**src/design/fspp_pkg.sv**
```systemverilog
// ============================================================================
// fspp_pkg: shared types and constants of the four-axis step pulse planner
// Item kinds, the queued item, the configuration bundle and fixed widths.
// ============================================================================
package fspp_pkg;

    localparam int NUM_AXES   = 4;
    localparam int POS_W      = 24;  // axis position, 1/2^frac mm, signed
    localparam int SPM_W      = 12;  // steps per millimetre
    localparam int FEED_W     = 16;  // feedrate, mm/min
    localparam int REQ_W      = 2;
    localparam int CFG_IDX_W  = 3;
    localparam int IN_DATA_W  = 120; // 117 payload bits padded to bytes
    localparam int OUT_DATA_W = 16;  // 11 flag bits padded to bytes
    localparam int RES_W      = 11;
    localparam int DIST_W     = 25;  // path length, one bit above a position delta
    localparam int USEC_W     = 26;
    localparam int DUR_W      = DIST_W + USEC_W;
    localparam int ROOT_IN_W  = 50;  // even width holding the sum of two squares

    localparam logic [FEED_W-1:0] FEED_RESET   = 16'd1500;
    localparam logic [USEC_W-1:0] USEC_PER_MIN = 26'd60000000;

    localparam logic [SPM_W-1:0] SPM_X_RESET = 12'd80;
    localparam logic [SPM_W-1:0] SPM_Y_RESET = 12'd80;
    localparam logic [SPM_W-1:0] SPM_Z_RESET = 12'd400;
    localparam logic [SPM_W-1:0] SPM_E_RESET = 12'd100;

    // Configuration register indexes.
    localparam logic [CFG_IDX_W-1:0] CFG_SPM_X   = 3'd0;
    localparam logic [CFG_IDX_W-1:0] CFG_SPM_Y   = 3'd1;
    localparam logic [CFG_IDX_W-1:0] CFG_SPM_Z   = 3'd2;
    localparam logic [CFG_IDX_W-1:0] CFG_SPM_E   = 3'd3;
    localparam logic [CFG_IDX_W-1:0] CFG_FORBID  = 3'd4;

    // Request codes on the input tuser.
    localparam logic [REQ_W-1:0] REQ_TICK   = 2'd0;
    localparam logic [REQ_W-1:0] REQ_MOVE   = 2'd1;
    localparam logic [REQ_W-1:0] REQ_SETPOS = 2'd2;

    localparam int AXIS_E = 3;

    typedef enum logic [1:0] {
        KIND_TICK,
        KIND_MOVE,
        KIND_SETPOS,
        KIND_IGNORE
    } fspp_kind_t;

    typedef struct packed {
        fspp_kind_t                       kind;
        logic [NUM_AXES-1:0][POS_W-1:0]   tgt;
        logic [NUM_AXES-1:0]              present;
        logic [FEED_W-1:0]                feed;
        logic                             feed_present;
    } fspp_item_t;

    typedef struct packed {
        logic [NUM_AXES-1:0][SPM_W-1:0] spm;
        logic                           forbid_retract;
    } fspp_cfg_t;

    typedef enum logic [3:0] {
        ST_IDLE,
        ST_MUL,
        ST_SQ_GO,
        ST_SQRT,
        ST_DUR_MUL,
        ST_DUR_GO,
        ST_DUR_DIV,
        ST_IV_GO,
        ST_IV_DIV,
        ST_DONE
    } fspp_state_t;

endpackage

```
**src/design/fspp_front.sv**
```systemverilog
// ============================================================================
// fspp_front: input side of the planner
// Accepts input beats, classifies them and holds them in a two-entry queue.
// ============================================================================
module fspp_front
    import fspp_pkg::*;
(
    input  logic                 clk,
    input  logic                 rst_n,
    input  logic                 in_valid,
    output logic                 in_ready,
    input  logic [REQ_W-1:0]     in_req,
    input  logic [IN_DATA_W-1:0] in_data,
    output logic                 head_valid,
    output fspp_item_t           head_item,
    input  logic                 pop
);

    fspp_item_t  q_reg [2];
    logic        wr_ptr_reg, wr_ptr_next;
    logic        rd_ptr_reg, rd_ptr_next;
    logic [1:0]  count_reg, count_next;
    fspp_item_t  item;
    logic        push;

    always_comb
    begin
        case (in_req)
            REQ_TICK:   item.kind = KIND_TICK;
            REQ_MOVE:   item.kind = KIND_MOVE;
            REQ_SETPOS: item.kind = KIND_SETPOS;
            default:    item.kind = KIND_IGNORE;
        endcase
        for (int i = 0; i < NUM_AXES; i++)
        begin
            item.tgt[i] = in_data[i*POS_W +: POS_W];
        end
        item.present      = in_data[96 +: NUM_AXES];
        item.feed         = in_data[100 +: FEED_W];
        item.feed_present = in_data[116];
    end

    assign in_ready   = (count_reg != 2'd2);
    assign push       = in_valid && in_ready;
    assign head_valid = (count_reg != 2'd0);
    assign head_item  = q_reg[rd_ptr_reg];

    always_comb
    begin
        wr_ptr_next = push ? ~wr_ptr_reg : wr_ptr_reg;
        rd_ptr_next = pop  ? ~rd_ptr_reg : rd_ptr_reg;
        count_next  = count_reg + {1'b0, push} - {1'b0, pop};
    end

    always_ff @(posedge clk or negedge rst_n)
    begin
        if (!rst_n)
        begin
            wr_ptr_reg <= 1'b0;
            rd_ptr_reg <= 1'b0;
            count_reg  <= 2'd0;
        end
        else
        begin
            wr_ptr_reg <= wr_ptr_next;
            rd_ptr_reg <= rd_ptr_next;
            count_reg  <= count_next;
        end
    end

    always_ff @(posedge clk)
    begin
        if (push)
        begin
            q_reg[wr_ptr_reg] <= item;
        end
    end

endmodule

```
**config.mk**
```make
export PLATFORM = sky130hd
export DESIGN_NAME = fspp_front
export DESIGN_NICKNAME = d
export VERILOG_FILES = /design/src/design/fspp_pkg.sv /design/src/design/fspp_front.sv
export SDC_FILE = /design/constraint.sdc
export NUM_CORES = 1
export LEC_CHECK = 0
export BUFFER_PORTS_ARGS = -buffer_cell sky130_fd_sc_hd__buf_2
export CORE_MARGIN = 2
export CORE_UTILIZATION = 35
export CTS_CLUSTER_SIZE = 16
export DETAILED_ROUTE_END_ITERATION = 10
export REMOVE_ABC_BUFFERS = 1
export SYNTH_ARGS = -nofsm -noshare
export SYNTH_HDL_FRONTEND = slang
export SYNTH_SLANG_ARGS = --single-unit
```
**constraint.sdc**
```tcl
create_clock -name clk -period 7.4 [get_ports clk]
set_input_delay 1.48 -clock clk [delete_from_list [all_inputs] [get_ports clk]]
set_output_delay 1.48 -clock clk [all_outputs]
set_load 0.01 [all_outputs]
```
==> results.cfg, run 1 <==
[yosys]
yosysMostFrequentCell = edfxtp_1
yosysTopAreaCell = edfxtp_1
yosysTopAreaCellShare = 0.810
synthTopCellsByCount = 238 x edfxtp_1, 119 x mux2_2, 11 x buf_6, 4 x dfrtp_1, 3 x xnor2_1
synth_cells = 389
syn_area_per_cell_sq_um = 22.7
ys_ff_latch = 242
ys.flop_type = edfxtp_1
synth_area_sq_mm = 0.00882
yosysWarningCount = 0
synth_cell_type_count = 17
yosys-top-cells-area = edfxtp_1 81%, mux2_2 15%, buf_6 1.4%
synth-edff-count = 238
seq_area_frac_synth = 0.821
synthArstFlopShare = 0.0165

[floorplanning]
core_sq_mm = 0.0250
dieArea_sq_mm = 0.0265
placement_rows = 58
die_h_um = 163
ios = 247
die_x_um = 163
initial_core_util = 0.353

[sta]
worstMarginPinSlew_ps = 929
fin_crit_sh = 0.584
fmax_mhz = 231
setup_tns_ps = 0
final_max_slew_viol_count = 0
setup_violations = 0
hold_ws_ps = 590
min_period_ps = 4320
finalHoldViolations = 0
fin_skew_ps = 11.4
grt_setup_unrepaired = no
fin_ws_ps = 3080
slew_headroom = 0.381

[clocking]
clockBufferDepth = 3
ctsHoldBuffers = 0
cts_tree = yes
cts_setup_buffers = 0
root_buffer = clkbuf_16
cts.reportedPaths.clkPinSlew_ps = 60
clock_latency_ps = 520
htree_levels = 1
cts.sinks = 242
cts_resized = 0
cts_made_buffers = 26

[cells_and_area]
layout-drive-gt1-share = 0.609
utilization = 0.448
area_growth_pct = 26.6
multi_input_area_sq_mm = 0.00145
nets = 776
n_fill_cell = 2214
largest_reg_flops = 238
regArea_sq_mm = 0.00725

[setup_path]
required_ps = 5920
end_kind = primary output
reg2regPathDepth = 3
max_stage_delay_ps = 910
cp-start-kind = register
worstPathArrival_ps = 2840
worst-path-buf-inv = 2
path_class = reg -> out
cp_max_fo = 66
cp_num_cells = 3
critical-path-top-delay-family = buffers and inverters
cp_cell_sequence = buf_4, mux2_2, buf_2
slowest_stage = dfrtp_4

[placed_design]
io_buffers = 243
dp_slack_ps = 3530
dp_hpwl_um = 10700
gp_congestion = 0.710

[pwr]
leakagePower_nw = 4.14
vdd_drop_max_mv = 0.210
power_mw = 4.41
power_density_mw_per_mm2 = 394

[global_routing]
antenna_found_initial = 2
grt_max_degree = 67
grt_usage = 0.121
grt_pass1_vias = 4862
grt_overflow = 0
grt_pass1_wl_um = 25200

[worst_hold_path]
min_path_cells = 1
min_path_type = reg -> reg

[detailed_routing]
drtPass1Iterations = 4
drt_wl_total_um = 16800
drc_errors = 0
wl_per_cell_um = 16.8
top_layer = met5
wl_met1_um = 6560
route.met3.wl_um = 1440
ant_nets = 0
vias = 4467
detail_route.vias_per_cell = 4.47
initialDrtViolationCount = 267
dr_wl_met2_um = 8360

[flow_run]
max_cap_viol_count = 0

[outcome]
status = completed
stage by stage:
step | cells | cell area, sq um
final | 1000 | 11200
after global routing | 999 | 11200
after CTS | 998 | 11200
after detailed placement | 951 | 10400
after global placement | 951 | 10400
after floorplan | 374 | 8680
cell families after synthesis:
group / count (synthesis) / share of synthesized area
flops: 242 / 0.821
mux: 119 / 0.152
buf+inv: 15 / 0.0160
simple gates: 6 / 0.00383
xor+xnor: 4 / 0.00397
compound gates: 2 / 0.00170
fa+ha+maj: 1 / 0.00142
worst reg2reg max path, cell delays in order, from the launching register on:
cell and delay, ps:
dfrtp_1 400, nand2b_1 170, and3_4 810, buf_4 790
layout by cell type (no fill, tap or decap), drive strengths merged, types with 2 or more instances in the layout:
cell type  instances
buf              247
bufinv             2
clkbuf            33
clkinv            12
dfrtp              4
diode              2
edfxtp           238
mux2             119
xnor2              3
metal layers:
layer,GRT usage,up-vias
met4,0.0438,2
met1,0.142,2188
met3,0.0385,40
met2,0.208,163
met5,0,-
li1,-,2074
final timing paths:
check	from	endpoint	slack (ps)
setup / recovery	rd_ptr_reg$_DFFE_PN0P_	head_item[83]	3080
hold / removal	wr_ptr_reg$_DFFE_PN0P_	wr_ptr_reg$_DFFE_PN0P_	590
setup reg to reg	count_reg[0]$_DFF_PN0_	q_reg[1][79]$_DFFE_PP_	4820
hold reg to reg	wr_ptr_reg$_DFFE_PN0P_	wr_ptr_reg$_DFFE_PN0P_	590
max in group asynchronous	rst_n	rd_ptr_reg$_DFFE_PN0P_	6500
min in group asynchronous	rst_n	rd_ptr_reg$_DFFE_PN0P_	760
where the power goes:
part	switching [mW]	internal (mW)	total (mW)
registers	0.125	1.88	2.00
logic	0.635	0.549	1.18
clock network	0.487	0.731	1.22
total	1.25	3.16	4.41
layout make-up:
class / instances / area share
flip-flops and latches: 242 / 0.649
multi-input cells: 132 / 0.130
repair buffers: 247 / 0.112
clock buffers: 33 / 0.0625
well taps: 330 / 0.0369
clock inverters: 14 / 0.0102
diodes: 2 / 0.000448
No activity file was read; power rests on OpenSTA's default activity.
==> inputs of run 2 (changes only) <==
ABC_AREA = 1   (was unset)
clock period = 3.5 ns   (was 7.4 ns; I/O delays follow)
==> results.cfg, run 2 <==
[pwr]
power_density_mw_per_mm2 = 827
leakagePower_nw = 4.17
vdd_drop_max_mv = 0.447
power_mw = 9.26

[floorplanning]
die_x_um = 163
dieArea_sq_mm = 0.0265
core_sq_mm = 0.0250
die_h_um = 163
placement_rows = 58
ios = 247
initial_core_util = 0.354

[global_routing]
antenna_found_initial = 1
grt_overflow = 0
grt_pass1_wl_um = 26000
grt_usage = 0.124
grt_max_degree = 121
grt_pass1_vias = 4976

[yosys]
syn_area_per_cell_sq_um = 22.1
yosysTopAreaCellShare = 0.809
synth_cell_type_count = 14
synth_cells = 399
ys_ff_latch = 242
synthTopCellsByCount = 238 x edfxtp_1, 119 x mux2_2, 11 x buf_6, 10 x nand2_1, 5 x inv_1
synth-edff-count = 238
yosys-top-cells-area = edfxtp_1 81%, mux2_2 15%, buf_6 1.4%
yosysWarningCount = 0
yosysMostFrequentCell = edfxtp_1
synthArstFlopShare = 0.0165
seq_area_frac_synth = 0.820
yosysTopAreaCell = edfxtp_1
ys.flop_type = edfxtp_1
synth_area_sq_mm = 0.00883

[clocking]
cts_made_buffers = 26
ctsHoldBuffers = 1
cts_tree = yes
cts_setup_buffers = 0
root_buffer = clkbuf_16
cts.sinks = 242
cts.reportedPaths.clkPinSlew_ps = 60
cts_resized = 0
htree_levels = 1
clockBufferDepth = 3
clock_latency_ps = 520

[detailed_routing]
drc_errors = 0
drt_wl_total_um = 17300
ant_nets = 0
drtPass1Iterations = 4
detail_route.vias_per_cell = 4.55
initialDrtViolationCount = 191
vias = 4580
wl_per_cell_um = 17.2

[setup_path]
worstPathArrival_ps = 2090
rrSetupSlack_ps = 1590
required_ps = 2800
cp_max_fo = 69
cp-start-kind = register
end_kind = primary output
path_class = reg -> out

[cells_and_area]
layout-drive-gt1-share = 0.595
layoutNonFillerInstCount = 1006
area_growth_pct = 26.7
final_common_cell = buf_2
nets = 788
antenna_cells = 0
largest_reg_flops = 238
most-common-layout-cells = 243 x buf_2, 238 x edfxtp_1, 119 x mux2_2

[placed_design]
io_buffers = 243
gp_congestion = 0.685
dp_hpwl_um = 10800
dp.cells = 962

[outcome]
status = completed

[sta]
grt_setup_unrepaired = no
final_max_slew_viol_count = 0
worstMarginPinSlew_ps = 717
hold_ws_ps = 364
finalHoldViolations = 0
setup_tns_ps = 0
slew_headroom = 0.522
fin_crit_sh = 0.796
fmax_mhz = 359
setup_violations = 0
min_period_ps = 2790
fin_skew_ps = 18.2

[flow_run]
max_cap_viol_count = 0

[worst_hold_path]
min_path_type = in -> reg
run 2: cell count changes after synthesis, sizes merged, moves of 2 or more:
cell   change
xnor2      -3
nor2       +2
nand2      +9
inv        +5
run 2: critical path: stages (launching register included):
cell and delay [ps]:
dfrtp_4 590, buf_12 360, mux2_2 380, buf_2 150
run 2: kinds of logic after synthesis:
logic type / synth area share
flip-flops: 0.820
AND/OR/NAND/NOR: 0.00694
XOR/XNOR: 0.000992
multiplexers: 0.152
buffers and inverters: 0.0181
AO/OA/AOI/OAI: 0.000566
adder cells (fa/ha/maj): 0.00142
run 2: cell type report:
cell class                 count  area [sq um]
tap                          330           413
fill                        2240         13800
multi-input combinational    137          1440
sequential                   242          7250
clock buffer                  33           698
inverter                       5          18.8
clock inverter                10          71.3
timing repair buffer         249          1300
run 2: where the power goes:
group          internal [mW]  switching, mW  leakage, nW
Sequential              3.96          0.173         2.26
Clock                   1.46           1.02        0.374
Combinational           1.19           1.46         1.54
Total                   6.61           2.65         4.17
run 2: through the flow:
stage	area (sq um)	worst slack [ps]	util
after floorplan	8690	-2880	-
after global placement	10400	1250	0.417
after detailed placement	10400	1240	0.417
after CTS	11200	652	0.448
after global routing	11200	591	0.448
final	11200	713	0.448
run 2: final timing paths:
check,start,end,depth (start not counted)
worst max-delay path,rd_ptr_reg$_DFFE_PN0P_,head_item[7],3
worst min-delay path,in_data[82],q_reg[0][103]$_DFFE_PP_,1
worst max register to register,count_reg[0]$_DFF_PN0_,q_reg[0][110]$_DFFE_PP_,5
worst min register to register,count_reg[0]$_DFF_PN0_,count_reg[0]$_DFF_PN0_,1
max in group asynchronous,rst_n,rd_ptr_reg$_DFFE_PN0P_,2
min in group asynchronous,rst_n,rd_ptr_reg$_DFFE_PN0P_,2
run 2: layer usage:
metal / vias to the layer above / share of wire / global-route usage
li1: 2097 / - / -
met1: 2282 / 0.39 / 0.139
met2: 158 / 0.49 / 0.218
met3: 41 / 0.080 / 0.0425
met4: 2 / 0.034 / 0.0483
met5: - / 0.00075 / 0
==> inputs of run 3 (changes only) <==
ABC_AREA = 0   (was 1)
clock period = 2.6 ns   (was 3.5 ns; I/O delays follow)
==> results.cfg, run 3 (synthesis gave the netlist of run 1 again) <==
[pwr]
power_density_mw_per_mm2 = 1130
p_seq_frac = 0.435
combPwrFrac = 0.287
p_sw_frac = 0.280
p_int_mw = 9.15
p_sw_mw = 3.56
vdd_drop_max_mv = 0.726
pwr-share-clk = 0.278
leakagePower_nw = 4.20

[cells_and_area]
nets = 779
utilization = 0.452
antenna_cells = 0
layout-drive-gt1-share = 0.615
final_common_cell = buf_2
n_fill_cell = 2193
area_growth_pct = 28.0
most-common-layout-cells = 243 x buf_2, 238 x edfxtp_1, 119 x mux2_2
largest_reg_flops = 238

[floorplanning]
placement_rows = 58
die_x_um = 163
initial_core_util = 0.353
ios = 247
core_sq_mm = 0.0250
dieArea_sq_mm = 0.0265
die_h_um = 163

[sta]
final_max_slew_viol_count = 0
worstMarginPinSlew_ps = 389
hold_ws_ps = 193
setup_violations = 0
fin_ws_ps = 231
finalHoldViolations = 0
fin_skew_ps = 11.5
slew_headroom = 0.741
min_period_ps = 2370
fmax_mhz = 422
fin_crit_sh = 0.911
grt_setup_unrepaired = no

[detailed_routing]
ant_nets = 0
drtPass1Iterations = 4
drt_wl_total_um = 16800
vias = 4503
initialDrtViolationCount = 300
wl_per_cell_um = 16.8
drc_errors = 0
detail_route.vias_per_cell = 4.50

[setup_path]
cp-start-kind = register
rr_startpoint = count_reg[0]$_DFF_PN0_
path_class = reg -> out
timing.rr.end = q_reg[0][5]$_DFFE_PP_
slowest_stage = dfrtp_4
required_ps = 2080
cp_max_fo = 62
worstPathArrival_ps = 1850
rrSetupSlack_ps = 970
cp_cell_sequence = buf_12, mux2_2, buf_2
end_kind = primary output
max_stage_delay_ps = 440
reg2regPathDepth = 4
worst-path-buf-inv = 2
critical-path-top-delay-family = flip-flops

[clocking]
ctsHoldBuffers = 1
cts_resized = 0
cts_tree = yes
clockBufferDepth = 3
cts_setup_buffers = 0
root_buffer = clkbuf_16
htree_levels = 1
cts_made_buffers = 26
cts.reportedPaths.clkPinSlew_ps = 60
clock_latency_ps = 510
cts.sinks = 242

[global_routing]
grt_pass1_wl_um = 25500
grt_overflow = 0
grt_usage = 0.122
grt_pass1_vias = 4955
antenna_found_initial = 1
grt_max_degree = 67

[flow_run]
max_cap_viol_count = 0

[placed_design]
dp_hpwl_um = 10900
gp_congestion = 0.696
io_buffers = 243
dp_slack_ps = 762

[worst_hold_path]
min_to = q_reg[0][74]$_DFFE_PP_
hold_start = in_data[53]
min_path_type = in -> reg
min_path_cells = 1

[outcome]
status = completed
==> run 3: cell types whose count changed in the layout (fill, tap and decap cells not counted), moves of 2 or more <==
cell	previous run	this run
nand2_1	10	1
xnor2_1	0	3
buf_12	3	6
clkinv_2	3	9
inv_1	5	0
clkbuf_8	0	2
clkinv_1	5	2
buf_4	2	0
==> run 3: worst max path at each step <==
stage | startpoint | endpoint | cells after the start
6_report | rd_ptr_reg$_DFFE_PN0P_ | head_item[82] | 3
3_5_place_dp | rd_ptr_reg$_DFFE_PN0P_ | head_item[103] | 3
3_3_place_gp | rd_ptr_reg$_DFFE_PN0P_ | head_item[103] | 3
4_1_cts | rd_ptr_reg$_DFFE_PN0P_ | head_item[39] | 3
5_1_grt | rd_ptr_reg$_DFFE_PN0P_ | head_item[82] | 3
2_1_floorplan | count_reg[0]$_DFF_PN0_ | q_reg[0][0]$_DFFE_PP_ | 3
==> run 3: through the flow <==
step / setup TNS, ps / total power [mW] / instance area [sq um] / cells
final: 0 / 12.7 / 11300 / 1001
after global routing: 0 / 13.4 / 11300 / 1001
after CTS: 0 / 12.9 / 11300 / 1001
after detailed placement: 0 / 9.34 / 10400 / 953
after global placement: 0 / 9.23 / 10400 / 953
after floorplan: -722730 / 7.92 / 8680 / 374
==> run 3: power by group through the flow <==
stage	logic [mW]	registers, mW	clock network [mW]
final	3.65	5.53	3.53
after floorplan	2.03	5.88	0
after global routing	3.96	5.61	3.79
after CTS	3.75	5.54	3.64
after global placement	3.67	5.56	0
after detailed placement	3.73	5.61	0
==> run 3: per-layer routing <==
layer | GRT usage | routed length, um
met5 | 0 | 13
met3 | 0.0407 | 1380
met2 | 0.209 | 8150
met4 | 0.0442 | 643
met1 | 0.142 | 6640
==> run 3: cell type report <==
class                           instances  area (sq um)  share of cell area
Clock inverter                         13           113             0.00997
Sequential cell                       242          7250               0.642
Clock buffer                           34           722              0.0639
Multi-Input combinational cell        132          1450               0.128
Timing Repair Buffer                  250          1350               0.119
Tap cell                              330           413              0.0366
